[config.mk]
export PLATFORM = sky130hd
export DESIGN_NAME = block_average_downsample_2x2
export DESIGN_NICKNAME = d
export VERILOG_FILES = /design/src/rtl/bavg2_pkg.sv /design/src/rtl/bavg2_line_store.sv /design/src/rtl/bavg2_scan.sv /design/src/rtl/block_average_downsample_2x2.sv
export SDC_FILE = /design/constraint.sdc
export NUM_CORES = 2
export LEC_CHECK = 0
export BUFFER_PORTS_ARGS = -buffer_cell sky130_fd_sc_hd__buf_2
export CAP_MARGIN = 15
export CORE_MARGIN = 2
export CORE_UTILIZATION = 53
export CTS_CLUSTER_DIAMETER = 200
export DETAILED_ROUTE_END_ITERATION = 6
export PLACE_DENSITY = 0.68
export SKIP_CTS_REPAIR_TIMING = 1
export SYNTH_ARGS = -nofsm -noshare
export SYNTH_HDL_FRONTEND = slang
export SYNTH_SLANG_ARGS = --single-unit
[constraint.sdc]
create_clock -name clk -period 15 [get_ports clk]
set_input_delay 3 -clock clk [delete_from_list [all_inputs] [get_ports clk]]
set_output_delay 3 -clock clk [all_outputs]
set_load 0.1 [all_outputs]
[src/rtl/bavg2_pkg.sv]
// Shared constants and types for the 2x2 block-average downsampler.
`timescale 1ns / 1ps

package bavg2_pkg;

    localparam int DEF_MAX_WIDTH  = 512;
    localparam int DEF_MAX_HEIGHT = 512;

    localparam int CFG_W = 10;
    localparam int PIX_W = 8;
    localparam int SUM_W = 9;
    localparam int BLK_W = 8;

    localparam logic [CFG_W-1:0] SIZE_RESET = 10'd512;
    localparam logic [CFG_W-1:0] SIZE_MIN   = 10'd2;

    typedef enum logic [0:0] {
        REG_IMAGE_WIDTH  = 1'b0,
        REG_IMAGE_HEIGHT = 1'b1
    } reg_index_t;

    // What the scan logic decides for one accepted pixel.
    typedef struct packed {
        logic             store;
        logic             emit;
        logic [BLK_W-1:0] block_col;
        logic [BLK_W-1:0] block_row;
        logic             frame_end;
    } scan_op_t;

endpackage

[src/rtl/bavg2_line_store.sv]
// Line store of horizontal pair sums: one write port, one registered read port.
`timescale 1ns / 1ps

module bavg2_line_store #(
    parameter int DEPTH = bavg2_pkg::DEF_MAX_WIDTH / 2,
    parameter int AW    = 8
) (
    input  logic                       clk,
    input  logic                       wr_en,
    input  logic [AW-1:0]              wr_addr,
    input  logic [bavg2_pkg::SUM_W-1:0] wr_value,
    input  logic                       rd_en,
    input  logic [AW-1:0]              rd_addr,
    output logic [bavg2_pkg::SUM_W-1:0] rd_value
);

    logic [bavg2_pkg::SUM_W-1:0] mem [DEPTH];
    logic [bavg2_pkg::SUM_W-1:0] rd_value_reg;

    always_ff @(posedge clk)
    begin
        if (wr_en)
        begin
            mem[wr_addr] <= wr_value;
        end
    end

    always_ff @(posedge clk)
    begin
        if (rd_en)
        begin
            rd_value_reg <= mem[rd_addr];
        end
    end

    assign rd_value = rd_value_reg;

endmodule

[src/rtl/bavg2_scan.sv]
// Size registers, raster counters and held pixel; decides each pixel's line store access.
`timescale 1ns / 1ps

module bavg2_scan #(
    parameter int MAX_WIDTH  = bavg2_pkg::DEF_MAX_WIDTH,
    parameter int MAX_HEIGHT = bavg2_pkg::DEF_MAX_HEIGHT,
    parameter int AW         = 8
) (
    input  logic                        clk,
    input  logic                        rst_n,
    input  logic                        wr_en,
    input  logic                        wr_index,
    input  logic [bavg2_pkg::CFG_W-1:0] wr_data,
    input  logic                        accept,
    input  logic [bavg2_pkg::PIX_W-1:0] pixel,
    output bavg2_pkg::scan_op_t         op,
    output logic [AW-1:0]               slot,
    output logic [bavg2_pkg::SUM_W-1:0] pair_sum
);

    localparam int CW   = (MAX_WIDTH > 2) ? $clog2(MAX_WIDTH) : 1;
    localparam int RW   = (MAX_HEIGHT > 2) ? $clog2(MAX_HEIGHT) : 1;
    localparam int WW   = $clog2(MAX_WIDTH + 1);
    localparam int HW   = $clog2(MAX_HEIGHT + 1);
    localparam int CMPW = (WW > bavg2_pkg::CFG_W) ?
                          ((WW > HW) ? WW : HW) :
                          ((bavg2_pkg::CFG_W > HW) ? bavg2_pkg::CFG_W : HW);
    localparam logic [CMPW-1:0] MAXW_C = CMPW'(MAX_WIDTH);
    localparam logic [CMPW-1:0] MAXH_C = CMPW'(MAX_HEIGHT);
    localparam logic [CMPW-1:0] MIN_C  = CMPW'(bavg2_pkg::SIZE_MIN);

    logic [bavg2_pkg::CFG_W-1:0] width_reg, height_reg;
    logic [bavg2_pkg::PIX_W-1:0] held_reg, held_next;
    logic [CW-1:0]               col_reg, col_next;
    logic [RW-1:0]               row_reg, row_next;

    logic [CMPW-1:0] width_ext, height_ext;
    logic [WW-1:0]   w_eff, w_even, col_ext, col_inc, w_last_blk;
    logic [HW-1:0]   h_eff, h_even, row_ext, row_inc, h_last_blk;
    logic [CW-1:0]   col_half;
    logic [RW-1:0]   row_half;
    logic            in_pairs;

    // Sizes outside the supported range are clamped.
    always_comb
    begin
        width_ext  = CMPW'(width_reg);
        height_ext = CMPW'(height_reg);
        priority if (width_ext < MIN_C)
            w_eff = WW'(MIN_C);
        else if (width_ext > MAXW_C)
            w_eff = WW'(MAXW_C);
        else
            w_eff = WW'(width_ext);
        priority if (height_ext < MIN_C)
            h_eff = HW'(MIN_C);
        else if (height_ext > MAXH_C)
            h_eff = HW'(MAXH_C);
        else
            h_eff = HW'(height_ext);
    end

    always_comb
    begin
        w_even     = {w_eff[WW-1:1], 1'b0};
        h_even     = {h_eff[HW-1:1], 1'b0};
        w_last_blk = (w_eff >> 1) - WW'(1);
        h_last_blk = (h_eff >> 1) - HW'(1);
        col_ext    = WW'(col_reg);
        row_ext    = HW'(row_reg);
        col_inc    = col_ext + WW'(1);
        row_inc    = row_ext + HW'(1);
        col_half   = col_reg >> 1;
        row_half   = row_reg >> 1;
        in_pairs   = (col_ext < w_even) && (row_ext < h_even);

        op.store     = in_pairs && col_reg[0] && !row_reg[0];
        op.emit      = in_pairs && col_reg[0] && row_reg[0];
        op.block_col = bavg2_pkg::BLK_W'(col_half);
        op.block_row = bavg2_pkg::BLK_W'(row_half);
        op.frame_end = (WW'(col_half) == w_last_blk) && (HW'(row_half) == h_last_blk);

        slot     = AW'(col_half);
        pair_sum = bavg2_pkg::SUM_W'(held_reg) + bavg2_pkg::SUM_W'(pixel);
    end

    always_comb
    begin
        held_next = held_reg;
        col_next  = col_reg;
        row_next  = row_reg;
        if (accept)
        begin
            if (in_pairs && !col_reg[0])
            begin
                held_next = pixel;
            end
            if (col_inc >= w_eff)
            begin
                col_next = '0;
                if (row_inc >= h_eff)
                    row_next = '0;
                else
                    row_next = RW'(row_inc);
            end
            else
            begin
                col_next = CW'(col_inc);
            end
        end
    end

    always_ff @(posedge clk or negedge rst_n)
    begin
        if (!rst_n)
        begin
            width_reg  <= bavg2_pkg::SIZE_RESET;
            height_reg <= bavg2_pkg::SIZE_RESET;
            held_reg   <= '0;
            col_reg    <= '0;
            row_reg    <= '0;
        end
        else
        begin
            held_reg <= held_next;
            col_reg  <= col_next;
            row_reg  <= row_next;
            if (wr_en)
            begin
                unique case (bavg2_pkg::reg_index_t'(wr_index))
                    bavg2_pkg::REG_IMAGE_WIDTH:  width_reg  <= wr_data;
                    bavg2_pkg::REG_IMAGE_HEIGHT: height_reg <= wr_data;
                    default:                     width_reg  <= width_reg;
                endcase
            end
        end
    end

endmodule

[src/rtl/block_average_downsample_2x2.sv]
// Top level of the 2x2 block-average downsampler.
`timescale 1ns / 1ps

// Usage:
// Pixels enter in raster order on the pixel channel (pixel_valid / pixel_ready),
// one beat per pixel. Each pair of an even row leaves its sum in the line store;
// the second pixel of each pair in an odd row produces one beat on the block
// channel (block_valid / block_ready) with the floor mean of the 2x2 block, its
// column and row, and frame_end on the last full block of the frame. Odd
// trailing rows and columns are consumed and produce nothing.
// Sizes are written on wr_en / wr_index / wr_data while the block is idle.
// Throughput is one pixel per cycle unless the receiver stalls. A result beat
// leaves through the line store read stage and then the output register.
// When the receiver stalls, one result waits in the read stage and one in the
// output register; pixels are still taken until both are occupied.
// Reset clears the counters and the held pixel and sets both sizes to 512;
// the line store is not cleared and needs no time after reset.
module block_average_downsample_2x2 #(
    parameter int MAX_WIDTH  = bavg2_pkg::DEF_MAX_WIDTH,
    parameter int MAX_HEIGHT = bavg2_pkg::DEF_MAX_HEIGHT
) (
    input  logic                        clk,
    input  logic                        rst_n,
    input  logic                        wr_en,
    input  logic                        wr_index,
    input  logic [bavg2_pkg::CFG_W-1:0] wr_data,
    input  logic                        pixel_valid,
    output logic                        pixel_ready,
    input  logic [bavg2_pkg::PIX_W-1:0] pixel,
    output logic                        block_valid,
    input  logic                        block_ready,
    output logic [bavg2_pkg::BLK_W-1:0] block_value,
    output logic [bavg2_pkg::BLK_W-1:0] block_col,
    output logic [bavg2_pkg::BLK_W-1:0] block_row,
    output logic                        frame_end
);

    localparam int DEPTH = MAX_WIDTH / 2;
    localparam int AW    = (DEPTH > 1) ? $clog2(DEPTH) : 1;

    bavg2_pkg::scan_op_t         op;
    logic [AW-1:0]               slot;
    logic [bavg2_pkg::SUM_W-1:0] pair_sum;
    logic [bavg2_pkg::SUM_W-1:0] line_sum;
    logic                        accept;
    logic                        s1_advance;

    logic                        s1_valid_reg, s1_valid_next;
    bavg2_pkg::scan_op_t         s1_op_reg;
    logic [bavg2_pkg::SUM_W-1:0] s1_pair_reg;
    logic                        out_valid_reg, out_valid_next;
    logic [bavg2_pkg::BLK_W-1:0] out_value_reg, out_col_reg, out_row_reg;
    logic                        out_end_reg;
    logic [bavg2_pkg::SUM_W:0]   block_sum;

    bavg2_scan #(
        .MAX_WIDTH  (MAX_WIDTH),
        .MAX_HEIGHT (MAX_HEIGHT),
        .AW         (AW)
    ) u_scan (
        .clk      (clk),
        .rst_n    (rst_n),
        .wr_en    (wr_en),
        .wr_index (wr_index),
        .wr_data  (wr_data),
        .accept   (accept),
        .pixel    (pixel),
        .op       (op),
        .slot     (slot),
        .pair_sum (pair_sum)
    );

    // The read is issued only with an accepted beat, so a stalled read stage
    // keeps its line store data.
    bavg2_line_store #(
        .DEPTH (DEPTH),
        .AW    (AW)
    ) u_line_store (
        .clk      (clk),
        .wr_en    (accept && op.store),
        .wr_addr  (slot),
        .wr_value (pair_sum),
        .rd_en    (accept && op.emit),
        .rd_addr  (slot),
        .rd_value (line_sum)
    );

    always_comb
    begin
        s1_advance     = s1_valid_reg && (!out_valid_reg || block_ready);
        pixel_ready    = !s1_valid_reg || s1_advance;
        accept         = pixel_valid && pixel_ready;
        s1_valid_next  = (accept && op.emit) || (s1_valid_reg && !s1_advance);
        out_valid_next = s1_advance || (out_valid_reg && !block_ready);
        block_sum      = (bavg2_pkg::SUM_W + 1)'(line_sum)
                       + (bavg2_pkg::SUM_W + 1)'(s1_pair_reg);
    end

    always_ff @(posedge clk or negedge rst_n)
    begin
        if (!rst_n)
        begin
            s1_valid_reg  <= 1'b0;
            out_valid_reg <= 1'b0;
        end
        else
        begin
            s1_valid_reg  <= s1_valid_next;
            out_valid_reg <= out_valid_next;
        end
    end

    always_ff @(posedge clk)
    begin
        if (accept && op.emit)
        begin
            s1_op_reg   <= op;
            s1_pair_reg <= pair_sum;
        end
        if (s1_advance)
        begin
            out_value_reg <= block_sum[bavg2_pkg::SUM_W:2];
            out_col_reg   <= s1_op_reg.block_col;
            out_row_reg   <= s1_op_reg.block_row;
            out_end_reg   <= s1_op_reg.frame_end;
        end
    end

    assign block_valid = out_valid_reg;
    assign block_value = out_value_reg;
    assign block_col   = out_col_reg;
    assign block_row   = out_row_reg;
    assign frame_end   = out_end_reg;

endmodule
==> run summary <==
Hold WC Path Type: flop to flop
CP max stage delay: 0.45 ns
Post-DP Area: 97600 sq um
Largest register FFs: 2304
period utilization: 44.5%
worst setup margin: 8.32 ns
Clock Skews: 0.0466 ns
clock buffer depth: 3
Top cell by count, worst path: buf_2
DP HPWL: 143000 um
initial drt markers: 6733
Via density: 6.61
Yosys reg bits: 2412
Detail Route Antenna Nets: 0
RePlAce Congestion: 0.924
H-tree depth: 4
Placed Instances: 6592
Multi-input gate area: 21300 sq um
Slew HR: 20.9%
Hold Vio Cnt, Final: 0
f_max: 0.150 GHz
later-pin clock latency in the skew report: 0.88 ns
Leak: 32.3 nW
status: finished, final reports clean
layout cells sized above 1: 25.8%
maximum vdd drop: 0.381 mV
Final TNS setup: 0 ns
worst path bufs/invs: 2
diode count: 0
PortBufs: 50
final setup violation count: 0
die area: 182000 sq um
hold slack final: 0.420 ns
Setup CP Type: primary input to output pin
FF/Latch Area: 72200 sq um
library cells used by synthesis: 65
cts bufs inserted: 224
gr usage total: 26.4%
EDFF count, synth: 2364
Reg2Reg Setup Slack: 9.16 ns
die width: 426 um
Avg WL per Cell: 33.8 um
WP data required: 12.00 ns
residual DRC count: 0
CTS tree: built
Clock Sinks: 2412
RSZ-0062 raised after global routing: false
Reg clk slew, reported paths: 0.06 ns
total chip power: 22.4 mW
Max Cap Viol: 0
Area Overhead vs Synth: 11.3%
Yosys warning count: 0
drt first pass iters: 6
synthesized area per cell: 21.8 sq um
first-pass GRT wire length: 340000 um
Period minus WS final: 6.68 ns
Cell Area, Synth: 94600 sq um
final instance area: 105000 sq um
fraction of registers with async set or reset after synthesis: 1.99%
worst-path cell chain: buf_2 -> nand3b_1 -> buf_2
Final Max Slew Viols: 0
crit-path leading delay family: buffers and inverters
CP startpoint kind: primary input
CP max-delay cell: buf_2
Seq/Total Area, Yosys: 76.3%
worst slack, placed: 7.56 ns
syn_nets: 4415
CTS Root Cell: clkbuf_16
power density over cell area: 212 nW/um^2
WL final: 237000 um
Die H: 426 um
initial antenna violation count: 5
worst-margin pin slew: 1.18 ns
NumNets Final: 4545
largest net degree at the start of global routing: 166
# IOs: 51
vias in the first global route: 44900
Fillers: 12300
Initial Utilization: 53.2%
Cell Count, Final, Fillers Out: 7014
vias after detailed routing: 46300
final core utilization: 59.2%
CP endpoint kind: output pin
GR Overflow Total: 0
Cells after Synth: 4334
CP arrival: 3.68 ns
main flop type after synthesis: edfxtp_1
core area: 178000 sq um
crit-path max FO: 4
row cnt: 155
cells by family after synthesis:
kind of cell,Yosys count,share of synthesized area (%)
AO/OA/AOI/OAI,243,1.82
XOR/XNOR,43,0.398
adder cells (fa/ha/maj),57,0.762
buffers and inverters,251,1.32
flip-flops,2412,76.3
multiplexers,788,16.9
AND/OR/NAND/NOR,540,2.52
final cells by class:
class	instances	share of cell area (%)
sequential	2412	68.6
multi-input combinational	1671	20.3
clock buffer	254	5.47
tap	2355	2.80
clock inverter	167	1.80
timing repair buffer	134	0.987
inverter	21	0.0820
where the power goes:
group          switching [mW]  total, mW  internal [mW]
clock                    2.53       5.86           3.34
sequential              0.128       9.63           9.50
combinational            4.88       6.88           2.00
worst paths after layout:
check,cells past startpoint,startpoint,endpoint
worst min-delay path,0,s1_op_reg[7],block_row[6]
worst max register to register,8,u_scan.col_reg[1],u_line_store.rd_value[3]
worst min register to register,0,s1_op_reg[7],block_row[6]
min in group asynchronous,1,rst_n,u_scan.col_reg[5]
max in group asynchronous,2,rst_n,u_scan.col_reg[1]
worst max-delay path,3,block_ready,pixel_ready
layer usage:
| layer | vias to the layer above | track usage (%) | wire, um | part of all wire [%] |
|---|---|---|---|---|
| met4 | 6 | 8.74 | 8160 | 3.4 |
| met5 | - | 0 | 41 | 0.017 |
| met3 | 381 | 6.61 | 26800 | 11 |
| li1 | 18500 | - | - | - |
| met2 | 3058 | 38.7 | 107000 | 45 |
| met1 | 24400 | 39.3 | 94500 | 40 |
Yosys cell counts, drive strengths merged, types with 7 or more instances:
cell type | n | area (sq um)
nand3 | 38 | 190
a21o | 13 | 97.6
mux2i | 121 | 1210
edfxtp | 2364 | 71000
a22oi | 20 | 150
xnor2 | 32 | 280
a22o | 18 | 158
nand2 | 94 | 378
o21ai | 31 | 159
nor3 | 14 | 70.1
clkbuf | 76 | 285
o21a | 7 | 52.6
a21oi | 25 | 125
mux2 | 24 | 270
a32o | 8 | 80.1
nor2 | 301 | 1130
o22ai | 61 | 382
buf | 154 | 883
nand4 | 11 | 75.1
nand2b | 15 | 93.8
mux4 | 643 | 14500
a221oi | 17 | 149
inv | 21 | 78.8
a31oi | 7 | 43.8
or3 | 15 | 93.8
dfrtp | 46 | 1150
nor2b | 14 | 87.6
ha | 56 | 701
xor2 | 11 | 96.3
nor4 | 16 | 106
cells in the final DEF, fill, tap and decap left out, types with 17 or more instances in the layout:
cell type	netlist	final
clkinvlp_4	0	17
dfrtp_1	46	42
a21oi_1	25	25
a22o_1	18	18
mux2i_1	121	121
bufinv_16	0	32
edfxtp_1	2364	2364
nand2_1	84	77
clkinv_2	0	46
clkbuf_1	76	28
clkinv_1	0	42
buf_2	79	50
o21ai_0	29	29
xnor2_1	32	28
mux4_2	643	643
nor2_1	301	300
nand3_1	38	32
inv_1	21	20
buf_4	29	71
a22oi_1	20	20
nand2_2	10	17
o22ai_1	61	61
clkbuf_16	0	226
a221oi_1	17	17
ha_1	56	55
mux2_2	24	24
Power figures use the tool's default switching activity.
